**src/hw/rtl/vdia_pkg.sv**
```systemverilog
// Shared constants and word types of the vertex deduplication block.
`timescale 1ns / 1ps

package vdia_pkg;

   localparam int POS_W    = 32;
   localparam int COLOUR_W = 10;
   localparam int VTX_W    = 3 * POS_W + COLOUR_W;
   localparam int UIDX_W   = 12;

   localparam int DEF_CAPACITY   = 4096;
   localparam int DEF_HASH_SLOTS = 8192;

   localparam logic [POS_W-1:0] FNV_OFFSET = 32'h811C_9DC5;
   localparam logic [POS_W-1:0] FNV_PRIME  = 32'h0100_0193;

   typedef struct packed {
      logic                first_of_set;
      logic [POS_W-1:0]    pos_x;
      logic [POS_W-1:0]    pos_y;
      logic [POS_W-1:0]    pos_z;
      logic [COLOUR_W-1:0] colour_index;
   } vdia_req_type;

   typedef struct packed {
      logic [UIDX_W-1:0] unique_index;
      logic              is_new;
      logic              overflow;
   } vdia_rsp_type;

endpackage

```
**src/hw/rtl/vdia_hash.sv**
```systemverilog
// Multi-cycle vertex hash: four multiply rounds, a fold and a reduction to a home slot.
`timescale 1ns / 1ps

module vdia_hash #(
   parameter int HASH_SLOTS = vdia_pkg::DEF_HASH_SLOTS
) (
   input  logic                              clock,
   input  logic                              reset,
   input  logic                              start,
   input  logic [vdia_pkg::POS_W-1:0]        pos_x,
   input  logic [vdia_pkg::POS_W-1:0]        pos_y,
   input  logic [vdia_pkg::POS_W-1:0]        pos_z,
   input  logic [vdia_pkg::COLOUR_W-1:0]     colour_index,
   output logic                              done,
   output logic [$clog2(HASH_SLOTS)-1:0]     slot
);

   localparam int SLOT_W    = $clog2(HASH_SLOTS);
   localparam bit SLOT_POW2 = (HASH_SLOTS & (HASH_SLOTS - 1)) == 0;
   localparam int MOD_BITS  = 4;
   localparam logic [2:0] MIX_LAST = 3'd3;
   localparam logic [2:0] MOD_LAST = 3'(vdia_pkg::POS_W / MOD_BITS - 1);

   localparam logic [1:0] HS_IDLE = 2'd0;
   localparam logic [1:0] HS_MIX  = 2'd1;
   localparam logic [1:0] HS_MOD  = 2'd2;

   localparam logic [SLOT_W:0] SLOTS_EXT = (SLOT_W + 1)'(HASH_SLOTS);

   logic [1:0]                     state_ff, state_in;
   logic [2:0]                     step_ff, step_in;
   logic [vdia_pkg::POS_W-1:0]     h_ff, h_in;
   logic [vdia_pkg::POS_W-1:0]     y_ff, y_in;
   logic [vdia_pkg::POS_W-1:0]     z_ff, z_in;
   logic [vdia_pkg::COLOUR_W-1:0]  c_ff, c_in;
   logic [SLOT_W-1:0]              rem_ff, rem_in;
   logic                           done_ff, done_in;
   logic [SLOT_W-1:0]              slot_ff, slot_in;

   logic [vdia_pkg::POS_W-1:0]     prod;
   logic [vdia_pkg::POS_W-1:0]     mix_word;
   logic [SLOT_W-1:0]              rem_step;
   logic [SLOT_W:0]                trial;

   assign prod = h_ff * vdia_pkg::FNV_PRIME;

   always_comb begin
      case (step_ff)
         3'd0:    mix_word = y_ff;
         3'd1:    mix_word = z_ff;
         default: mix_word = vdia_pkg::POS_W'(c_ff);
      endcase
   end

   // Long division of the hash by the slot count, four bits per cycle from the top.
   always_comb begin
      rem_step = rem_ff;
      trial    = '0;
      for (int i = 0; i < MOD_BITS; i++) begin
         trial = {rem_step, h_ff[vdia_pkg::POS_W-1-i]};
         if (trial >= SLOTS_EXT) begin
            trial = trial - SLOTS_EXT;
         end
         rem_step = trial[SLOT_W-1:0];
      end
   end

   always_comb begin
      state_in = state_ff;
      step_in  = step_ff;
      h_in     = h_ff;
      y_in     = y_ff;
      z_in     = z_ff;
      c_in     = c_ff;
      rem_in   = rem_ff;
      done_in  = 1'b0;
      slot_in  = slot_ff;
      case (state_ff)
         HS_IDLE: begin
            if (start) begin
               h_in     = vdia_pkg::FNV_OFFSET ^ pos_x;
               y_in     = pos_y;
               z_in     = pos_z;
               c_in     = colour_index;
               step_in  = '0;
               state_in = HS_MIX;
            end
         end
         HS_MIX: begin
            step_in = step_ff + 3'd1;
            if (step_ff == MIX_LAST) begin
               h_in     = prod ^ (prod >> 15);
               step_in  = '0;
               rem_in   = '0;
               state_in = HS_MOD;
            end else begin
               h_in = prod ^ mix_word;
            end
         end
         HS_MOD: begin
            if (SLOT_POW2) begin
               slot_in  = h_ff[SLOT_W-1:0];
               done_in  = 1'b1;
               state_in = HS_IDLE;
            end else begin
               rem_in  = rem_step;
               h_in    = h_ff << MOD_BITS;
               step_in = step_ff + 3'd1;
               if (step_ff == MOD_LAST) begin
                  slot_in  = rem_step;
                  done_in  = 1'b1;
                  state_in = HS_IDLE;
               end
            end
         end
         default: begin
            state_in = HS_IDLE;
         end
      endcase
   end

   always_ff @(posedge clock) begin
      if (reset) begin
         state_ff <= HS_IDLE;
         done_ff  <= 1'b0;
      end else begin
         state_ff <= state_in;
         done_ff  <= done_in;
      end
      step_ff <= step_in;
      h_ff    <= h_in;
      y_ff    <= y_in;
      z_ff    <= z_in;
      c_ff    <= c_in;
      rem_ff  <= rem_in;
      slot_ff <= slot_in;
   end

   assign done = done_ff;
   assign slot = slot_ff;

endmodule

```
**config.mk**
```make
export PLATFORM = sky130hd
export DESIGN_NAME = vdia_hash
export DESIGN_NICKNAME = d
export VERILOG_FILES = /design/src/hw/rtl/vdia_pkg.sv /design/src/hw/rtl/vdia_hash.sv
export SDC_FILE = /design/constraint.sdc
export NUM_CORES = 1
export LEC_CHECK = 0
export ABC_AREA = 1
export BUFFER_PORTS_ARGS = -buffer_cell sky130_fd_sc_hd__clkbuf_2
export CORE_ASPECT_RATIO = 1.1
export CORE_MARGIN = 4
export CORE_UTILIZATION = 51
export CTS_BUF_LIST = sky130_fd_sc_hd__clkbuf_8
export CTS_CLUSTER_SIZE = 12
export DETAILED_ROUTE_END_ITERATION = 12
export PLACE_DENSITY = 0.83
export SKIP_LAST_GASP = 1
export SLEW_MARGIN = 20
export SYNTH_ARGS = -nofsm -noshare
export SYNTH_HDL_FRONTEND = slang
export SYNTH_SLANG_ARGS = --single-unit
```
**constraint.sdc**
```tcl
create_clock -name clock -period 9 [get_ports clock]
set_input_delay 1.8 -clock clock [delete_from_list [all_inputs] [get_ports clock]]
set_output_delay 1.8 -clock clock [all_outputs]
set_load 0.02 [all_outputs]
```
* After elaboration in Yosys (flattened, before gate mapping)
Cells that the tools add are included.
** Word-level totals
- Flip-flop bits (word level) :: 125
- Input port bits :: 109
- Output and inout bits :: 14
- Logic and storage cells :: 36
** Operators by class
- Add/subtract/negate cells :: 1
- Multiply operators :: 1
- Equal/unequal tests :: 6
- Multiplexer cells :: 11
- Bitwise operators :: 3
- Reductions and logical operators :: 6
** Operators with widths (count)
- $pmux W32 S2 :: 2
- $mux W32 :: 2
- $mul A32 B25 Y32 const B :: 1
- $xor A32 B17 Y32 :: 1
- $xor A32 B32 Y32 :: 1
- $not A14 Y14 :: 1
- $mux W3 :: 2
- $pmux W3 S2 :: 1
- $reduce_and A2 Y1 :: 3
- $mux W2 :: 2
- $ne A2 B2 Y1 const B :: 2
- $pmux W2 S2 :: 1
- $add A3 B1 Y3 const B :: 1
- $eq A3 B1 Y1 const B :: 1
- $eq A3 B2 Y1 const B :: 1
- $logic_not A3 Y1 :: 1
- $eq A2 B1 Y1 const B :: 1
- $eq A2 B2 Y1 const B :: 1
- $logic_not A2 Y1 :: 1
- $reduce_bool A2 Y1 :: 1
- $mux W1 :: 1

* Depth between registers and ports, before layout
Gate-level depths: netlist (run 1).
- Word-level depth :: 5
- Gate-level depth with buffers :: 27
- Mapped depth without buffers :: 27

* Worst setup path after synthesis (run 1)
OpenSTA, ideal clock, no wires.
- Path kind :: input to register
- From :: in start
- To :: reg h_ff[0] (netlist name) (enable)
- Library setup time :: 0.393 ns
- Arrival :: 8.234 ns
- Required time :: 8.607 ns
- Slack :: 0.373 ns
- Stages :: 4
- Buffers on the path :: 0
- Cells stage by stage :: inv_1 -> nor3_1 -> inv_1 -> nand2_1
** Between the ends
- Longest elaborated chain between the ends :: 2
** RTL lines
- start: declaration :: line vdia_hash.sv:9 : input logic start,
- $ne A2 B2 Y1 (no line)
- $reduce_and A2 Y1 (no line)
- end signal: assignment :: line vdia_hash.sv:131 : h_ff <= h_in;
- end: declaration :: line vdia_hash.sv:32 : logic [vdia_pkg::POS_W-1:0] h_ff, h_in;
No other way between the ends.
A chain may end at the register's enable or synchronous reset.

* Worst setup path in the final report (run 1)
- From :: reg h_ff[4] (netlist name)
- To :: reg h_ff[16] (netlist name), data pin
** Between the ends
- Longest elaborated chain between the ends :: 4
- Elaborated cells on any way between the ends :: 5
- Classes of those cells :: mul (1); mux (2); bitwise (2)
** RTL lines
- $mul A32 B25 Y32 (*) :: line vdia_hash.sv:45 : assign prod = h_ff * vdia_pkg::FNV_PRIME;
- $xor A32 B32 Y32 or $xor A32 B17 Y32 (tied branches) :: line vdia_hash.sv:97, vdia_hash.sv:92
- $mux W32 (*) :: line vdia_hash.sv:91 : if (step_ff == MIX_LAST) begin
- $pmux W32 S2 (*) :: line vdia_hash.sv:78 : case (state_ff)
- named net h_in, one bit :: line vdia_hash.sv:32
The timed path passes the listed nets; every way through them passes the cells marked *.

==> results of run 1 <==
[state kept, by name (all words and copies together), names as in the netlist]
register,flops
done,1
h_ff,32
slot,13
c_ff,10
z_ff,32
step_ff,3
y_ff,32
state_ff,2
[synth_stat cells (all sizes together)]
library cell  instances  area share (%)
a22o                 17             1.3
xor2                 13             1.0
ha                  190              21
nand3                80             3.9
inv                 244             7.9
nor2                 39             1.5
o21ai                23             1.1
o22ai                 1           0.054
clkinv                1           0.032
nand3b               10            0.65
a221o                 4            0.35
xnor2                11            0.83
nand4                16            0.86
o211ai                1           0.065
nor4                  3            0.22
edfxtp              122              32
and3                  3            0.16
o21bai                6            0.42
or2                   8            0.43
nor3                  8            0.57
a21o                  2            0.13
buf                  11            0.42
clkbuf                7            0.26
dfxtp                 3            0.52
nand2               298              10
a31o                  2            0.15
nor3b                 1            0.11
a21oi                42             2.0
fa                   74              13
[final timing paths]
check | startpoint | end | cells past startpoint
worst max-delay path | h_ff[4] | h_ff[16] | 22
worst min-delay path | state_ff[0] | done | 1
worst max register to register | h_ff[4] | h_ff[16] | 22
worst min register to register | state_ff[0] | done | 1
[layer usage]
metal | share of wire, % | vias to the layer above | wire length [um] | GRT usage [%]
met5 | 0 | - | 0 | 0
met1 | 41 | 4181 | 12400 | 32.0
met3 | 6.4 | 82 | 1920 | 4.42
li1 | - | 4332 | - | -
met2 | 46 | 317 | 13900 | 39.8
met4 | 6.0 | 0 | 1800 | 13.1
[stage by stage]
stage	setup WS (ns)	std cells	hold WS (ns)
floorplan	0.373	1240	0.444
global placement	3.28	1645	0.498
detailed placement	3.29	1645	0.534
CTS	3.25	1677	0.546
global route	2.97	1677	0.574
finish	3.25	1677	0.544
[worst max-delay path, cell delays in order, from the launching register on]
cell and delay, ns:
edfxtp_1 0.72, ha_1 0.33, ha_1 0.30, fa_1 0.45
ha_1 0.22, fa_1 0.45, ha_1 0.30, inv_1 0.05
fa_1 0.54, inv_1 0.05, ha_1 0.37, nand2_2 0.18
inv_2 0.05, a21oi_2 0.22, nand3_1 0.19, nand2_1 0.15
inv_1 0.05, nor2_1 0.11, nand3_2 0.11, nand3_1 0.23
nand3_1 0.10, nand3_1 0.18, nand2_1 0.12
[layout by cell type (no fill, tap or decap), types with 5 or more instances in the layout]
| cell type | instances |
|---|---|
| clkbuf_8 | 17 |
| or2_2 | 8 |
| inv_2 | 11 |
| xor2_1 | 12 |
| a21oi_1 | 38 |
| buf_4 | 6 |
| xnor2_1 | 11 |
| o21ai_0 | 9 |
| inv_6 | 5 |
| edfxtp_1 | 122 |
| nand3_2 | 10 |
| o21bai_1 | 5 |
| clkbuf_2 | 122 |
| nand3_1 | 70 |
| nor2_1 | 31 |
| ha_1 | 190 |
| a22o_1 | 17 |
| nand2_2 | 20 |
| nor2_2 | 5 |
| nand4_1 | 16 |
| o21ai_1 | 12 |
| fa_1 | 74 |
| nand2_1 | 278 |
| inv_1 | 233 |
| nand3b_1 | 10 |
[cell type report]
type / instances / area (um^2)
fill: 1873 / 9260
multi-input combinational: 852 / 6870
sequential: 125 / 3720
inverter: 245 / 920
timing repair buffer: 128 / 656
tap: 295 / 369
clock buffer: 17 / 234
clock inverter: 15 / 150
[cells by family after synthesis]
kind of cell	synth area share [%]
AO/OA/AOI/OAI	5.52
flip-flops	32.2
AND/OR/NAND/NOR	18.5
XOR/XNOR	1.88
buffers and inverters	8.63
adder cells (fa/ha/maj)	33.3
==> impl_metrics.toml, run 1 <==
[run_status]
status = "finished clean"

[route]
drt_wl_total_um = 30000
via_count = 8912
ant_nets = 0
avgRoutedWirePerCell_um = 17.9
drc_errors = 0
drt_iter0_markers = 481
dr.pass1.iters = 5
viasPerCell = 5.31

[global_route]
gr-total-overflow = 0
grt_max_degree = 76
grt_pass1_vias = 9323
grt_use_total_pct = 24.9
grt_pass1_wl_um = 47900
antenna_found_initial = 0

[finish]
drive_gt1_share_pct = 16.9
fin_area_um2 = 12900
finalCoreUtilization_pct = 58.3
syn_to_final_growth_pct = 11.6
nNetsFinal = 1742
antenna_cells = 0

[sta]
setup_viol = 0
timing.fmax_ghz = 0.174
fin_crit_ns = 5.75
fin_worst_skew_ns = 0.0171
drv_slew = 0
rsz0062_at_grt = "no"
fin_crit_sh_pct = 63.9
tns_ns = 0
max-slew-margin-rel_pct = 35.4
hold_viol = 0
worst_slew_pin_slew_ns = 0.968

[floorplan]
die_w_um = 152
ios = 123
die_h_um = 166
fp-row-count = 57
core_area_um2 = 22200
initial_utilization_pct = 52.2
die_area_um2 = 25200

[clock_network]
cts_tree = "done"
cts_root_buf = "clkbuf_8"
cts_buffers = 17
cts_resized = 0
clk_pin_slew_ns = 0.09
cts_hold_buf = 0
clock_sinks = 125
clkLatencyLatePin_ns = 0.45
post_cts_buffers = 0
htreeDepth = 4
cts.path.max_buffers = 2

[yosys]
synth.avg_cell_area_um2 = 9.34
netlist_area_um2 = 11600
synth_cell_types = 45
ys_seq_elements = 125
syn_inst = 1240
yosysWarnings = 0
yosysSeqAreaShare_pct = 32.2
syn_nets = 1613

[critical_path]
cp-start-kind = "register"
worstPathRequired_ns = 9.20
path_max_fanout = 7
crit_arrival_ns = 5.95
path_class = "reg2reg"
worst-r2r-setup-slack_ns = 3.25
worstSetupEndpointType = "register"

[placement]
dp_hpwl_um = 24500
routabilityCongestion = 1.00
port_buffers = 122
place_area_um2 = 12500

[min_path]
hold_path.class = "reg2reg"

[run]
max-cap-violations = 0
Power of run 1 is not shown: default switching activity piles up to over one toggle a cycle in this logic, so the estimate is an artifact.
==> inputs of run 2 (changes only) <==
--- a/config.mk
+++ b/config.mk
@@ -5,7 +5,7 @@
 export SDC_FILE = /design/constraint.sdc
 export NUM_CORES = 1
 export LEC_CHECK = 0
-export ABC_AREA = 1
+export ABC_AREA = 0
 export BUFFER_PORTS_ARGS = -buffer_cell sky130_fd_sc_hd__clkbuf_2
 export CORE_ASPECT_RATIO = 1.1
 export CORE_MARGIN = 4
@@ -13,7 +13,7 @@
 export CTS_BUF_LIST = sky130_fd_sc_hd__clkbuf_8
 export CTS_CLUSTER_SIZE = 12
 export DETAILED_ROUTE_END_ITERATION = 12
-export PLACE_DENSITY = 0.83
+export PLACE_DENSITY = 0.84
 export SKIP_LAST_GASP = 1
 export SLEW_MARGIN = 20
 export SYNTH_ARGS = -nofsm -noshare
==> constraint.sdc (replaced) <==
create_clock -name clock -period 4.9 [get_ports clock]
set_input_delay 0.98 -clock clock [delete_from_list [all_inputs] [get_ports clock]]
set_output_delay 0.98 -clock clock [all_outputs]
set_load 0.02 [all_outputs]
==> run 2 against run 1 <==
Critical path type unchanged. Clock skew grew 0.0047 ns. The flow now finishes with violations (negative setup slack). Die area decreased by 5.4%. Clock-buffer cell count did not move. Global-route usage rose by 3.9 points. Worst setup slack got worse by 4.2 ns.
==> impl_metrics.toml, run 2 <==
[sta]
drv_slew = 0
timing.final.ws_setup_ns = -0.929
setup_viol = 32
rsz0062_at_grt = "yes"
fin_crit_sh_pct = 119
fin_crit_ns = 5.83
timing.fmax_ghz = 0.172
hold_viol = 0
holdWs_ns = 0.653
max-slew-margin-rel_pct = 37.4
fin_worst_skew_ns = 0.0217
worst_slew_pin_slew_ns = 0.936

[run_status]
violations = "negative setup slack"
status = "finished, violations left"

[yosys]
yosysWarnings = 0
synth_flop_cell = "edfxtp_1"
yosysMostFrequentCell = "ha_1"
netlist_area_um2 = 10900
yosys.area_share.adder_pct = 35.3
synth-compound-area-share_pct = 11.4
synth_top_family_by_area = "adder cells"
syn_inst = 986
netlist_top_cells_area = "edfxtp_1, ha_1, fa_1"
yosysSeqAreaShare_pct = 34.1
synthMuxAreaShare_pct = 0.745
synth.top_cell.area_share_pct = 33.5
synthSimpleGateAreaFrac_pct = 8.15
synth_cell_types = 69
synth-xor-area-share_pct = 3.90
ys_top_cells_by_count = "ha_1, inv_1, edfxtp_1, fa_1, nor2_1"
syn_nets = 1359
synth.avg_cell_area_um2 = 11.1
ys_async_sr_fraction_pct = 0
synth.largest_area_cell = "edfxtp_1"
synth-edff-count = 122
ys_seq_elements = 125

[global_route]
use_met1_pct = 33.2
gr-total-overflow = 0
grt_pass1_wl_um = 52600
grt_busiest_layer = "met2"
gr-usage-met2_pct = 47.8
grt_use_total_pct = 28.8
grt_use_met3_pct = 5.61
grt_max_degree = 57
grt_pass1_vias = 9801
antenna_found_initial = 0

[route]
ant_nets = 0
drc_errors = 0
via_count = 9859
viasPerCell = 6.23
drt_iter0_markers = 1263
dr.pass1.iters = 6
avgRoutedWirePerCell_um = 25.3
drt_wl_total_um = 40000

[min_path]
hold_path.class = "reg2reg"
hold_depth = 1
min_to = "step_ff[0]"
hp-start = "step_ff[0]"

[placement]
routabilityCongestion = 0.929
port_buffers = 122
dp_hpwl_um = 24000

[floorplan]
die_area_um2 = 23800
die_h_um = 161
fp-row-count = 55
die_w_um = 148
ios = 123
core_area_um2 = 20900
initial_utilization_pct = 52.4

[clock_network]
cts.path.max_buffers = 2
clock_sinks = 125
cts_root_buf = "clkbuf_8"
cts_buffers = 17
clk_pin_slew_ns = 0.10
clkLatencyLatePin_ns = 0.47
htreeDepth = 4
cts_hold_buf = 0
cts_tree = "done"

[finish]
layout_commonest_cell = "buf_4"
nNetsFinal = 1657
antenna_cells = 0
mostFrequentLayoutCells = "buf_4, inv_1, ha_1"
syn_to_final_growth_pct = 36.5
fill_cells = 1149
top_regs = "h_ff (32), y_ff (32), z_ff (32)"
drive_gt1_share_pct = 40.5

[critical_path]
crit_path_top_delay_cell = "fa_1"
worstPathRequired_ns = 5.17
path_max_fanout = 3
path_buf_inv = 5
cp-start-kind = "register"
r2r_start = "h_ff[9]"
worstPathCellList = "ha_1 > ha_1 > fa_1 > ha_1 > fa_1 > ha_1 > inv_1 > fa_1 > inv_1 > ha_4 > nand4_1 > buf_4 > buf_4 > nor2_2 > buf_4 > o21a_1 > nor4_2 > o31a_1 > o211a_1 > a211oi_1"
crit_arrival_ns = 6.10
worstSetupEndpointType = "register"
crit_top_cell = "ha_1"
reg2reg_to = "h_ff[12]"
worst-r2r-setup-slack_ns = -0.93
path_class = "reg2reg"
critPathTopFamily = "adder cells"
ff2ff_path_depth = 20
critPathMaxStageDelay_ns = 0.60

[run]
max-cap-violations = 0
[run 2: through the flow]
step | instance area [um^2] | setup TNS [ns] | utilization, % | instances | setup WS, ns
after floorplan | 11200 | -0.574 | - | 986 | -0.114
after global placement | 13000 | -9.38 | 62.4 | 1496 | -0.611
after detailed placement | 13000 | -11.90 | 62.4 | 1496 | -0.675
after CTS | 14100 | -9.39 | 67.6 | 1554 | -0.422
after global routing | 14900 | -21.08 | 71.5 | 1582 | -0.891
final | 14900 | -20.36 | 71.5 | 1582 | -0.929
[run 2: what timing repair did]
action | CTS | global route
pin swaps | 77 | 85
gates resized for setup | 84 | 118
setup endpoints to repair | 32 | 32
cloned | 0 | 0
buffers inserted | 27 | 29
[run 2: layer usage]
layer,up-vias,wire (um)
met4,0,3910
met5,-,0
met3,300,3770
li1,4089,-
met1,4647,13800
met2,823,18500
[run 2: cell type report]
class / count / area (um^2) / area share, %
clock buffers: 17 / 234 / 1.57
clock inverters: 15 / 148 / 0.990
inverters: 164 / 618 / 4.14
multi-input cells: 675 / 7790 / 52.2
flip-flops and latches: 125 / 3720 / 25.0
well taps: 285 / 357 / 2.39
repair buffers: 301 / 2050 / 13.7
[run 2: how the worst max path moves through the flow]
stage                   from        to  cells past startpoint
floorplan           h_ff[21]  h_ff[16]                     22
global placement     h_ff[4]  h_ff[10]                     18
detailed placement   h_ff[4]  h_ff[10]                     18
CTS                 h_ff[11]  h_ff[14]                     19
global route         h_ff[9]  h_ff[12]                     20
finish               h_ff[9]  h_ff[12]                     20
[run 2: kinds of logic after synthesis]
logic type,count (synthesis)
adders and majority gates,264
buffers and inverters,186
and+or+nand+nor,181
AOI/OAI and AO/OA,175
DFF,125
xor gates and xnor gates,47
muxes,8
[run 2: worst reg2reg max path, stage by stage (launching register included)]
cell and delay [ns]:
edfxtp_1 0.54, ha_1 0.37, ha_1 0.32, fa_1 0.45, ha_1 0.24, fa_1 0.45
ha_1 0.31, inv_1 0.09, fa_1 0.60, inv_1 0.11, ha_4 0.31, nand4_1 0.16
buf_4 0.18, buf_4 0.14, nor2_2 0.15, buf_4 0.14, o21a_1 0.20, nor4_2 0.09
o31a_1 0.32, o211a_1 0.23, a211oi_1 0.24
Power of run 2 is left out for the same reason.
==> inputs of run 3 (changes only) <==
--- a/config.mk
+++ b/config.mk
@@ -10,8 +10,8 @@
 export CORE_ASPECT_RATIO = 1.1
 export CORE_MARGIN = 4
 export CORE_UTILIZATION = 51
-export CTS_BUF_LIST = sky130_fd_sc_hd__clkbuf_8
-export CTS_CLUSTER_SIZE = 12
+export CTS_BUF_LIST = sky130_fd_sc_hd__clkbuf_4
+export CTS_CLUSTER_SIZE = 30
 export DETAILED_ROUTE_END_ITERATION = 12
 export PLACE_DENSITY = 0.84
 export SKIP_LAST_GASP = 1
==> run 3 against run 2 <==
The flow still finishes with violations (negative setup slack). Hold slack got worse by 0.088 ns. Critical path depth did not move. Design area is 2.5% lower. First-iteration DRC count grew 4.5%. Worst setup slack got worse by 0.012 ns.
==> impl_metrics.toml, run 3 (same netlist as run 2, synthesis figures left out) <==
[clock_network]
cts_tree = "done"
clock_sinks = 125
cts.path.max_buffers = 2
htreeDepth = 4
cts_buffers = 17
cts_root_buf = "clkbuf_4"
cts_hold_buf = 0
clk_pin_slew_ns = 0.14
clkLatencyLatePin_ns = 0.59

[floorplan]
initial_utilization_pct = 52.4
die_area_um2 = 23800
die_h_um = 161
die_w_um = 148
fp-row-count = 55
ios = 123
core_area_um2 = 20900

[finish]
instances_no_fill = 1572
antenna_cells = 0
syn_to_final_growth_pct = 33.2
nNetsFinal = 1647
top_regs = "h_ff (32), y_ff (32), z_ff (32)"
mostFrequentLayoutCells = "buf_4, inv_1, ha_1"
layout_commonest_cell = "buf_4"
drive_gt1_share_pct = 37.7

[route]
via_count = 9768
drt_iter0_markers = 1320
ant_nets = 0
drt_wl_total_um = 38600
dr.pass1.iters = 7
avgRoutedWirePerCell_um = 24.5
drc_errors = 0
viasPerCell = 6.21

[sta]
drv_slew = 0
max-slew-margin-rel_pct = 35.7
timing.fmax_ghz = 0.171
worst_slew_pin_slew_ns = 0.962
rsz0062_at_grt = "yes"
fin_crit_sh_pct = 119
timing.final.ws_setup_ns = -0.941
setup_viol = 32
hold_viol = 0
holdWs_ns = 0.566
fin_crit_ns = 5.84
fin_worst_skew_ns = 0.0315

[min_path]
hold_path.class = "in2reg"

[global_route]
gr-total-overflow = 0
grt_use_total_pct = 27.9
grt_max_degree = 57
grt_pass1_wl_um = 51600
grt_pass1_vias = 9560
antenna_found_initial = 0

[critical_path]
worstSetupEndpointType = "register"
worstPathRequired_ns = 5.33
crit_arrival_ns = 6.27
path_class = "reg2reg"
path_max_fanout = 4
cp-start-kind = "register"

[placement]
dp_cells = 1496
dp_hpwl_um = 24000
routabilityCongestion = 0.929
port_buffers = 122

[run_status]
status = "finished, violations left"
violations = "negative setup slack"

[run]
max-cap-violations = 0
[run 3: cell types whose count changed in the layout (fill, tap and decap cells not counted), sizes merged]
cell  previous run  this run
buf            179       169
[run 3: repair_timing]
| item | 4_1_cts | 5_1_grt |
|---|---|---|
| setup buffers | 28 | 21 |
| pin swaps | 85 | 67 |
| setup endpoints to repair | 32 | 32 |
| gates resized for setup | 85 | 84 |
[run 3: through the flow]
| stage | setup slack (ns) | utilization, % | cell area, um^2 | setup TNS [ns] |
|---|---|---|---|---|
| 2_1_floorplan | -0.114 | - | 11200 | -0.574 |
| 3_3_place_gp | -0.611 | 62.4 | 13000 | -9.38 |
| 3_5_place_dp | -0.675 | 62.4 | 13000 | -11.90 |
| 4_1_cts | -0.423 | 66.9 | 13900 | -9.15 |
| 5_1_grt | -0.957 | 69.8 | 14500 | -19.34 |
| 6_report | -0.941 | 69.8 | 14500 | -17.84 |
[run 3: final timing paths]
| check | slack (ns) | from | depth (start not counted) | end |
|---|---|---|---|---|
| worst max register to register | -0.94 | h_ff[16] | 20 | h_ff[16] |
| worst min register to register | 0.65 | step_ff[0] | 1 | step_ff[0] |
| worst min-delay path | 0.57 | pos_z[14] | 1 | z_ff[14] |
| worst max-delay path | -0.94 | h_ff[16] | 20 | h_ff[16] |
[run 3: worst max-delay path, cell delays in order, from the launching register on]
cell	delay (ns)
edfxtp_1	0.53
ha_1	0.35
ha_1	0.28
inv_1	0.05
fa_1	0.49
inv_1	0.05
ha_1	0.21
fa_1	0.47
ha_1	0.31
inv_1	0.07
fa_1	0.51
inv_1	0.06
ha_1	0.36
a21oi_1	0.18
o21ai_2	0.35
a2111oi_4	0.12
or3_1	0.40
o211ai_1	0.19
mux2i_1	0.33
nand4_1	0.16
a31oi_1	0.22
[run 3: final cells by class]
class                      count  area [um^2]
clock inverter                15          148
sequential                   125         3720
inverter                     164          616
timing repair buffer         291         1950
fill                        1240         6300
tap                          285          357
multi-input combinational    675         7630
clock buffer                  17          128
[run 3: layer usage]
layer	global-route usage, %	wire length (um)	up-vias
met5	0	0	-
met4	16.6	3530	0
met3	5.33	3830	277
met2	47.1	17800	820
met1	33.3	13500	4600
li1	-	-	4071
Power of run 3 is left out for the same reason.
